===== src/hdl/trail_bit_histogram_capacity_top_defines.svh =====
// assertion helpers shared by the rtl
`ifndef TRAIL_BIT_HISTOGRAM_CAPACITY_TOP_DEFINES_SVH
`define TRAIL_BIT_HISTOGRAM_CAPACITY_TOP_DEFINES_SVH

`ifndef SYNTHESIS
`define CHK_SAME(lbl, ante, cons) \
  lbl: assert property (@(posedge clk) disable iff (rst) (ante) |-> (cons)) \
    else $error("assertion failed");
`define CHK_NEXT(lbl, ante, cons) \
  lbl: assert property (@(posedge clk) disable iff (rst) (ante) |=> (cons)) \
    else $error("assertion failed");
`else
`define CHK_SAME(lbl, ante, cons)
`define CHK_NEXT(lbl, ante, cons)
`endif

`endif


===== src/hdl/tbhc_pkg.sv =====
package tbhc_pkg;

  localparam int BLOCK_BITS  = 16;
  localparam int TRAIL_BITS  = 4;
  localparam int MAX_SAMPLES = 65536;
  localparam int POS_W       = 4;
  localparam int REG_W       = 16;
  localparam int IDX_W       = 2 * TRAIL_BITS;
  localparam int BINS        = 1 << IDX_W;
  localparam int CNT_W       = 17;
  localparam int NUM_W       = 57;
  localparam int DIFF_W      = CNT_W + IDX_W;
  localparam int SQ_W        = 2 * DIFF_W;
  localparam int DRAIN_CYC   = 3;
  localparam int DRAIN_W     = 2;

  typedef enum logic [2:0] {
    ST_CLEAR,
    ST_IDLE,
    ST_INC,
    ST_WALK,
    ST_DRAIN,
    ST_DONE
  } state_t;

  typedef struct packed {
    logic             sample;
    logic             drop;
    logic             inc_write;
    logic             walk_read;
    logic             clear_write;
    logic             finish;
    logic [IDX_W-1:0] bin;
  } cmd_t;

  typedef struct packed {
    logic full;
  } status_t;

  function automatic logic [TRAIL_BITS-1:0] gather(input logic [BLOCK_BITS-1:0] st,
                                                   input logic [REG_W-1:0] positions);
    logic [TRAIL_BITS-1:0] value;
    logic [POS_W-1:0]      pos;
    value = '0;
    for (int j = 0; j < TRAIL_BITS; j++) begin
      pos = positions[POS_W*j +: POS_W];
      if (32'(pos) < BLOCK_BITS) begin
        value[j] = st[pos];
      end
    end
    return value;
  endfunction

endpackage


===== src/hdl/tbhc_ctrl.sv =====
`include "trail_bit_histogram_capacity_top_defines.svh"

module tbhc_ctrl
  import tbhc_pkg::*;
(
  input  logic    clk,
  input  logic    rst,
  input  logic    start,
  input  logic    last,
  input  status_t status,
  output logic    busy,
  output logic    done,
  output cmd_t    cmd
);

  state_t             state, state_next;
  logic [IDX_W-1:0]   bin;
  logic [DRAIN_W-1:0] drain;
  logic               last_q;
  logic               accept;

  assign accept = start && !busy;

  always_ff @(posedge clk) begin
    if (rst) begin
      state  <= ST_CLEAR;
      bin    <= '0;
      drain  <= '0;
      last_q <= 1'b0;
    end else begin
      state <= state_next;
      if (state == ST_CLEAR || state == ST_WALK) begin
        bin <= bin + 1'b1;
      end
      if (state == ST_DRAIN) begin
        drain <= drain + 1'b1;
      end else begin
        drain <= '0;
      end
      if (accept) begin
        last_q <= last;
      end
    end
  end

  always_comb begin
    state_next = state;
    case (state)
      ST_CLEAR: begin
        if (bin == IDX_W'(BINS - 1)) state_next = ST_IDLE;
      end
      ST_IDLE: begin
        if (start) begin
          if (!status.full) state_next = ST_INC;
          else if (last)    state_next = ST_WALK;
        end
      end
      ST_INC: begin
        state_next = last_q ? ST_WALK : ST_IDLE;
      end
      ST_WALK: begin
        if (bin == IDX_W'(BINS - 1)) state_next = ST_DRAIN;
      end
      ST_DRAIN: begin
        if (drain == DRAIN_W'(DRAIN_CYC - 1)) state_next = ST_DONE;
      end
      ST_DONE: begin
        state_next = ST_IDLE;
      end
      default: begin
        state_next = ST_IDLE;
      end
    endcase
  end

  always_comb begin
    busy            = 1'b1;
    done            = 1'b0;
    cmd             = '0;
    cmd.bin         = bin;
    case (state)
      ST_CLEAR: begin
        cmd.clear_write = 1'b1;
      end
      ST_IDLE: begin
        busy       = 1'b0;
        cmd.sample = start && !status.full;
        cmd.drop   = start && status.full;
      end
      ST_INC: begin
        cmd.inc_write = 1'b1;
      end
      ST_WALK: begin
        cmd.walk_read = 1'b1;
      end
      ST_DRAIN: begin
      end
      ST_DONE: begin
        done       = 1'b1;
        cmd.finish = 1'b1;
      end
      default: begin
      end
    endcase
  end

  `CHK_NEXT(a_sample_writes_back, accept && !status.full, cmd.inc_write)
  `CHK_NEXT(a_done_returns_idle, done, !busy)
  `CHK_NEXT(a_walk_ends_in_drain, state == ST_WALK && bin == IDX_W'(BINS - 1),
            state == ST_DRAIN)

endmodule


===== config.mk =====
export PLATFORM = sky130hd
export DESIGN_NAME = tbhc_ctrl
export DESIGN_NICKNAME = d
export VERILOG_FILES = /design/src/hdl/tbhc_pkg.sv /design/src/hdl/tbhc_ctrl.sv
export VERILOG_INCLUDE_DIRS = /design/src /design/src/hdl
export SDC_FILE = /design/constraint.sdc
export NUM_CORES = 1
export LEC_CHECK = 0
export ABC_AREA = 1
export BUFFER_PORTS_ARGS = -buffer_cell sky130_fd_sc_hd__buf_4
export CAP_MARGIN = 20
export CORE_UTILIZATION = 45
export DETAILED_ROUTE_END_ITERATION = 8
export GPL_TIMING_DRIVEN = 1
export HOLD_SLACK_MARGIN = 0.05
export MAX_ROUTING_LAYER = met4
export PLACE_DENSITY = 0.73
export SYNTH_ARGS = -nofsm -noshare
export SYNTH_HDL_FRONTEND = slang
export SYNTH_SLANG_ARGS = --single-unit
export TNS_END_PERCENT = 5

===== constraint.sdc =====
create_clock -name clk -period 1.2 [get_ports clk]
set_clock_uncertainty 0.05 [all_clocks]
set_input_delay 0.12 -clock clk [delete_from_list [all_inputs] [get_ports clk]]
set_output_delay 0.12 -clock clk [all_outputs]
set_load 0.02 [all_outputs]

==> results of run 1 <==
[worst max-delay path, stage by stage, from the launching register on]
cell     delay [ns]
dfxtp_2        0.33
inv_2          0.08
nand2_2        0.07
nor2_4         0.13
nand2_2        0.07
nor2_1         0.09
buf_4          0.15
[worst paths after layout]
| path | from | end | depth (start not counted) |
|---|---|---|---|
| hold reg to reg | drain[0] | drain[0] | 1 |
| hold / removal | last | last_q | 3 |
| setup reg to reg | state[2] | state[2] | 9 |
| setup / recovery | state[2] | cmd[12] | 6 |
[stage by stage]
stage	power [W]	worst slack [ns]	utilization, %	cells
6_report	0.00225	-0.173	79.4	177
5_1_grt	0.00240	-0.236	79.4	177
4_1_cts	0.00217	-0.153	77.2	177
3_5_place_dp	0.00163	-0.0741	67.6	167
3_3_place_gp	0.00159	-0.0503	67.6	167
2_1_floorplan	0.00122	-0.0522	-	118
[sequential cells by signal (all words and copies together) (netlist names)]
register  cells
state         3
last_q        1
drain         2
bin           8
[layout make-up]
| class | instances | share of cell area, % |
|---|---|---|
| Clock buffer | 4 | 2.93 |
| Tap cell | 16 | 1.62 |
| Multi-Input combinational cell | 84 | 38.6 |
| Sequential cell | 14 | 24.0 |
| Timing Repair Buffer | 40 | 26.6 |
| Inverter | 19 | 6.27 |
[synthesized netlist by cell type, drive strengths merged]
master | instances | area (um2)
o21ai | 5 | 25.0
nor3 | 4 | 20.0
dfxtp | 14 | 280
and2 | 1 | 8.76
nand3b | 1 | 7.51
a21oi | 9 | 45.0
clkinv | 1 | 3.75
inv | 18 | 67.6
nand3 | 8 | 45.0
ha | 2 | 25.0
buf | 1 | 7.51
nand4 | 1 | 6.26
nand2 | 28 | 123
nor2 | 25 | 104
[power by group through the flow]
stage	clock, W	combinational [W]	sequential (W)
6_report	0.000335	0.00127	0.000642
5_1_grt	0.000367	0.00138	0.000655
4_1_cts	0.000348	0.00118	0.000641
3_5_place_dp	0	0.000999	0.000629
3_3_place_gp	0	0.000970	0.000623
2_1_floorplan	0	0.000541	0.000679
[what timing repair did]
| action | in CTS | in global routing |
|---|---|---|
| pin swaps | 5 | 3 |
| gates resized for setup | 24 | 13 |
| endpoints found under the setup margin | 18 | 20 |
| hold endpoints to repair | 3 | 0 |
| hold buffers | 1 | 0 |
| buffers inserted | 5 | 0 |
[per-layer routing]
layer,GRT usage (%),vias up,wire length (um)
met5,-,-,0
met4,7.50,0,0
met3,3.83,0,97
met2,50.6,29,1150
met1,28.0,398,880
li1,-,458,-
[kinds of logic (layout without fill, tap and decap cells)]
| family | after synthesis | count (layout) |
|---|---|---|
| compound gates | 14 | 14 |
| fa+ha+maj | 2 | 2 |
| buf+inv | 20 | 63 |
| flops | 14 | 14 |
| simple gates | 68 | 68 |
==> flow_summary.ini, run 1 <==
[status]
status = complete, but fails checks
violations = DRC, setup timing

[power_and_ir_drop]
seqPwrFrac_pct = 28.6
power_switching_share_pct = 41.2
pwr_density_cell_nw_per_um2 = 1820
ir_drop_uv = 1350
p_int_w = 0.00132
clkPwrFrac_pct = 14.9
p_sw_w = 0.000926
leakage_nw = 0.559
combPwrFrac_pct = 56.5

[run]
drv_cap = 0

[finish]
layout_commonest_cell = buf_4
layout_common_cells = buf_4, nand2_1, nor2_1
antenna_cells = 0
multi_input_area_um2 = 478
area_delta_synth_final_pct = 61.1
seq_area_um2 = 297
fin_nets = 169
nFillCells = 111
drive_above_1_share_pct = 46.6
stdcell_area_um2 = 1240

[grt]
grt_overflow = 0
grtUsageTotal_pct = 26.6
grt_max_degree = 11
grt_pass1_vias = 886
antenna_found_initial = 0
grt_pass1_wl_mm = 3.59

[drt]
drc_errors = 6
drt_iter0_drc = 30
vias = 885
wl_mm = 2.13
final_antenna_net_count = 0
wl_per_cell_um = 12.0
routed_via_density = 5.00
dr.pass1.iters = 6

[worst_setup_path]
required_ns = 1.03
criticalPathCategory = reg -> out
path_max_fanout = 4
cp.arrival_ns = 1.20
end_kind = primary output
start_kind = flip-flop
rrSetupSlack_ns = -0.08

[synthesis]
synth_xor_area_share_pct = 0
syn_inst = 118
synth_compound_area_share_pct = 9.12
yosysSeqAreaShare_pct = 36.5
synth_cell_types = 21
ys_ff_latch = 14
synth.avg_cell_area_um2 = 6.51
synth.mux.area_fraction_pct = 0
synth_nets = 125
synth-adder-area-share_pct = 3.26
yosys.area_share.simple_pct = 40.9
netlist_area_um2 = 768
synth_top_family_by_area = simple AND/OR/NAND/NOR gates
ys_warn_count = 0

[clocking]
cts_max_level = 1
cts_tree = yes
cts_root_buffer = clkbuf_4
clk_path_buf_depth = 2
clk_pin_slew_ns = 0.08
clk_latency_ns = 0.28
clock_sinks = 14
cts_buffers = 3

[floorplanning]
die_width_um = 43.3
initial_utilization_pct = 49.3
die-area_um2 = 1880
core-area_um2 = 1560
rows = 14
io_pins = 21
die_y_um = 43.3

[sta]
layout_min_cycle_time_ns = 1.37
rsz0062_at_grt = yes
hold_ws_ns = 0.0721
fin_crit_sh_pct = 114
slew_viol_final = 0
setup_viol = 13
hold_viol_final = 0
setup_slack_ns = -0.173
timing.fmax_mhz = 728
maxSlewHeadroom_pct = 84.9
finalSetupTns_ns = -1.07
tightestPinTransition_ns = 0.224

[placed_design]
io_buffers = 20
place_area_um2 = 1050
gp_congestion = 0.807
post-dp-hpwl_mm = 1.49

[min_path]
hold_path_class = in -> reg
Note: power is estimated with default switching activity, not from simulation.
==> run 2: changes to the inputs <==
--- a/config.mk
+++ b/config.mk
@@ -6,15 +6,14 @@
 export SDC_FILE = /design/constraint.sdc
 export NUM_CORES = 1
 export LEC_CHECK = 0
-export ABC_AREA = 1
 export BUFFER_PORTS_ARGS = -buffer_cell sky130_fd_sc_hd__buf_4
 export CAP_MARGIN = 20
-export CORE_UTILIZATION = 45
+export CORE_UTILIZATION = 43
 export DETAILED_ROUTE_END_ITERATION = 8
 export GPL_TIMING_DRIVEN = 1
 export HOLD_SLACK_MARGIN = 0.05
 export MAX_ROUTING_LAYER = met4
-export PLACE_DENSITY = 0.73
+export PLACE_DENSITY = 0.71
 export SYNTH_ARGS = -nofsm -noshare
 export SYNTH_HDL_FRONTEND = slang
 export SYNTH_SLANG_ARGS = --single-unit
==> constraint.sdc (replaced) <==
create_clock -name clk -period 1.2 [get_ports clk]
set_clock_uncertainty 0.05 [all_clocks]
set_input_delay 0.18 -clock clk [delete_from_list [all_inputs] [get_ports clk]]
set_output_delay 0.18 -clock clk [all_outputs]
set_load 0.02 [all_outputs]
==> run 2 against run 1 <==
Net effect: the flow finishes with violations (setup timing); non-clock buffer count grew 2; clock power shrank 12%; total power grew 3.8%; global-route usage shrank 3.2 points; combinational power grew 9%; sequential share of layout area grew 0.56 points; die area shrank 5.7%; critical path type is now reg -> reg; critical endpoint is now state[1]; largest cell class unchanged; largest power group unchanged.
==> flow_summary.ini, run 2 <==
[worst_setup_path]
cp.arrival_ns = 1.69
start_kind = flip-flop
criticalPathCategory = reg -> reg
r2r_start = state[0]
end_kind = flip-flop
required_ns = 1.33
path_max_fanout = 7
startpoint = state[0]

[grt]
grt_max_degree = 15
grtUsageTotal_pct = 23.4
grt_pass1_vias = 661
antenna_found_initial = 0
grt_overflow = 0
grt_pass1_wl_mm = 3.04

[synthesis]
netlist_area_um2 = 691
synth_top_family_by_area = simple AND/OR/NAND/NOR gates
synth_compound_area_share_pct = 10.7
synth.area.top_cells = dfxtp_1, xnor2_1, nor2_1, nor3_1, ha_1
synth-adder-area-share_pct = 3.62
yosysMostFrequentCell = dfxtp_1
async_flop_share_pct = 0
synth_cell_types = 24
yosysSeqAreaShare_pct = 40.6
synth.avg_cell_area_um2 = 8.53
yosys.area_share.simple_pct = 29.0
ys_ff_latch = 14
synth_flop_cell = dfxtp_1
synth_edf_count = 0
synth.mux.area_fraction_pct = 0
synth_nets = 88
syn_inst = 81
synth_xor_area_share_pct = 11.2
ys_top_cells_by_count = dfxtp_1, nor2_1, xnor2_1, nor3_1
synth_top_area_cell = dfxtp_1
yosysTopAreaCellShare_pct = 40.6
ys_warn_count = 0

[power_and_ir_drop]
pwr_density_cell_nw_per_um2 = 1870
leakage_nw = 0.505
fin_total_pwr_w = 0.00233
ir_drop_uv = 981

[sta]
layout_min_cycle_time_ns = 1.56
slew_viol_final = 0
setup_slack_ns = -0.362
setup_viol = 23
maxSlewHeadroom_pct = 75.4
timing.fmax_mhz = 640
rsz0062_at_grt = yes
tightestPinTransition_ns = 0.366
hold_viol_final = 0
finalSetupTns_ns = -4.75
fin_crit_sh_pct = 130

[status]
violations = setup timing
status = complete, but fails checks

[clocking]
cts_tree = yes
cts_root_buffer = clkbuf_4
clk_pin_slew_ns = 0.10
cts_hold_buffers = 0
cts_buffers = 3
clk_path_buf_depth = 2
cts_max_level = 1
clock_sinks = 14
clk_latency_ns = 0.29

[drt]
wl_mm = 2.52
dr.pass1.iters = 4
drt_iter0_drc = 18
wl_per_cell_um = 18.0
final_antenna_net_count = 0
drc_errors = 0
vias = 810
routed_via_density = 5.79

[placed_design]
gp_congestion = 0.803
io_buffers = 20
post-dp-hpwl_mm = 1.22
dp_cells = 130

[finish]
regMostFlops = bin
layout_commonest_cell = buf_4
drive_above_1_share_pct = 61.3
reg.largest.list = bin (8), state (3), drain (2)
fin_nets = 132
largest_reg_flops = 8
fin_cells = 140
area_delta_synth_final_pct = 80.3
antenna_cells = 0
nFillCells = 88
layout_common_cells = buf_4, nor2_1, xnor2_1

[min_path]
hold_path_class = in -> reg
min_from = rst

[floorplanning]
core-area_um2 = 1510
rows = 14
die-area_um2 = 1770
io_pins = 21
die_width_um = 42.1
initial_utilization_pct = 45.8
die_y_um = 42.1

[run]
drv_cap = 0
[run 2: stage by stage]
step	hold slack (ns)	utilization, %	setup WS (ns)	instance area, um2
after floorplan	0.195	-	-0.145	753
after global placement	0.357	69.0	-0.153	1040
after detailed placement	0.370	69.0	-0.223	1040
after CTS	0.0972	77.1	-0.307	1160
after global routing	0.113	82.6	-0.390	1240
final	0.102	82.6	-0.362	1240
[run 2: cell families after synthesis]
| kind of cell | count (synthesis) |
|---|---|
| and+or+nand+nor | 38 |
| DFF | 14 |
| AOI/OAI and AO/OA | 11 |
| xor gates and xnor gates | 8 |
| buffers and inverters | 8 |
| adders and majority gates | 2 |
[run 2: repair_timing]
item | in CTS | in global routing
setup buffers | 1 | 5
hold endpoints to repair | 0 | 0
gates resized for setup | 20 | 8
pin swaps | 3 | 6
endpoints found under the setup margin | 19 | 22
[run 2: worst paths after layout]
check / slack [ns] / depth (start not counted) / to
hold / removal: 0.10 / 2 / bin[5]
setup reg to reg: -0.36 / 5 / state[1]
setup / recovery: -0.36 / 5 / state[1]
hold reg to reg: 0.38 / 1 / drain[0]
[run 2: final cells by class]
class | count | area (um2) | area share (%)
Multi-Input combinational cell | 59 | 510 | 41.0
Timing Repair Buffer | 42 | 359 | 28.8
Tap cell | 16 | 20.0 | 1.61
Clock buffer | 4 | 26.3 | 2.11
Sequential cell | 14 | 305 | 24.5
Inverter | 5 | 23.8 | 1.91
[run 2: report_power, final]
part	total, W	switching [W]	internal (W)
sequential	0.000662	0.000105	0.000558
combinational	0.00138	0.000701	0.000675
clock	0.000294	0.000165	0.000129
total	0.00233	0.000970	0.00136
[run 2: metal layers]
| metal | track usage, % | wire length (um) |
|---|---|---|
| met1 | 30.5 | 1060 |
| met3 | 3.88 | 161 |
| met5 | - | 0 |
| met4 | 9.38 | 106 |
| met2 | 36.6 | 1190 |
[run 2: critical path: stages (launching register included)]
cell and delay [ns]:
dfxtp_4 0.38, buf_12 0.13, xor2_4 0.31, a211oi_4 0.08, a211o_1 0.30, a211oi_1 0.22
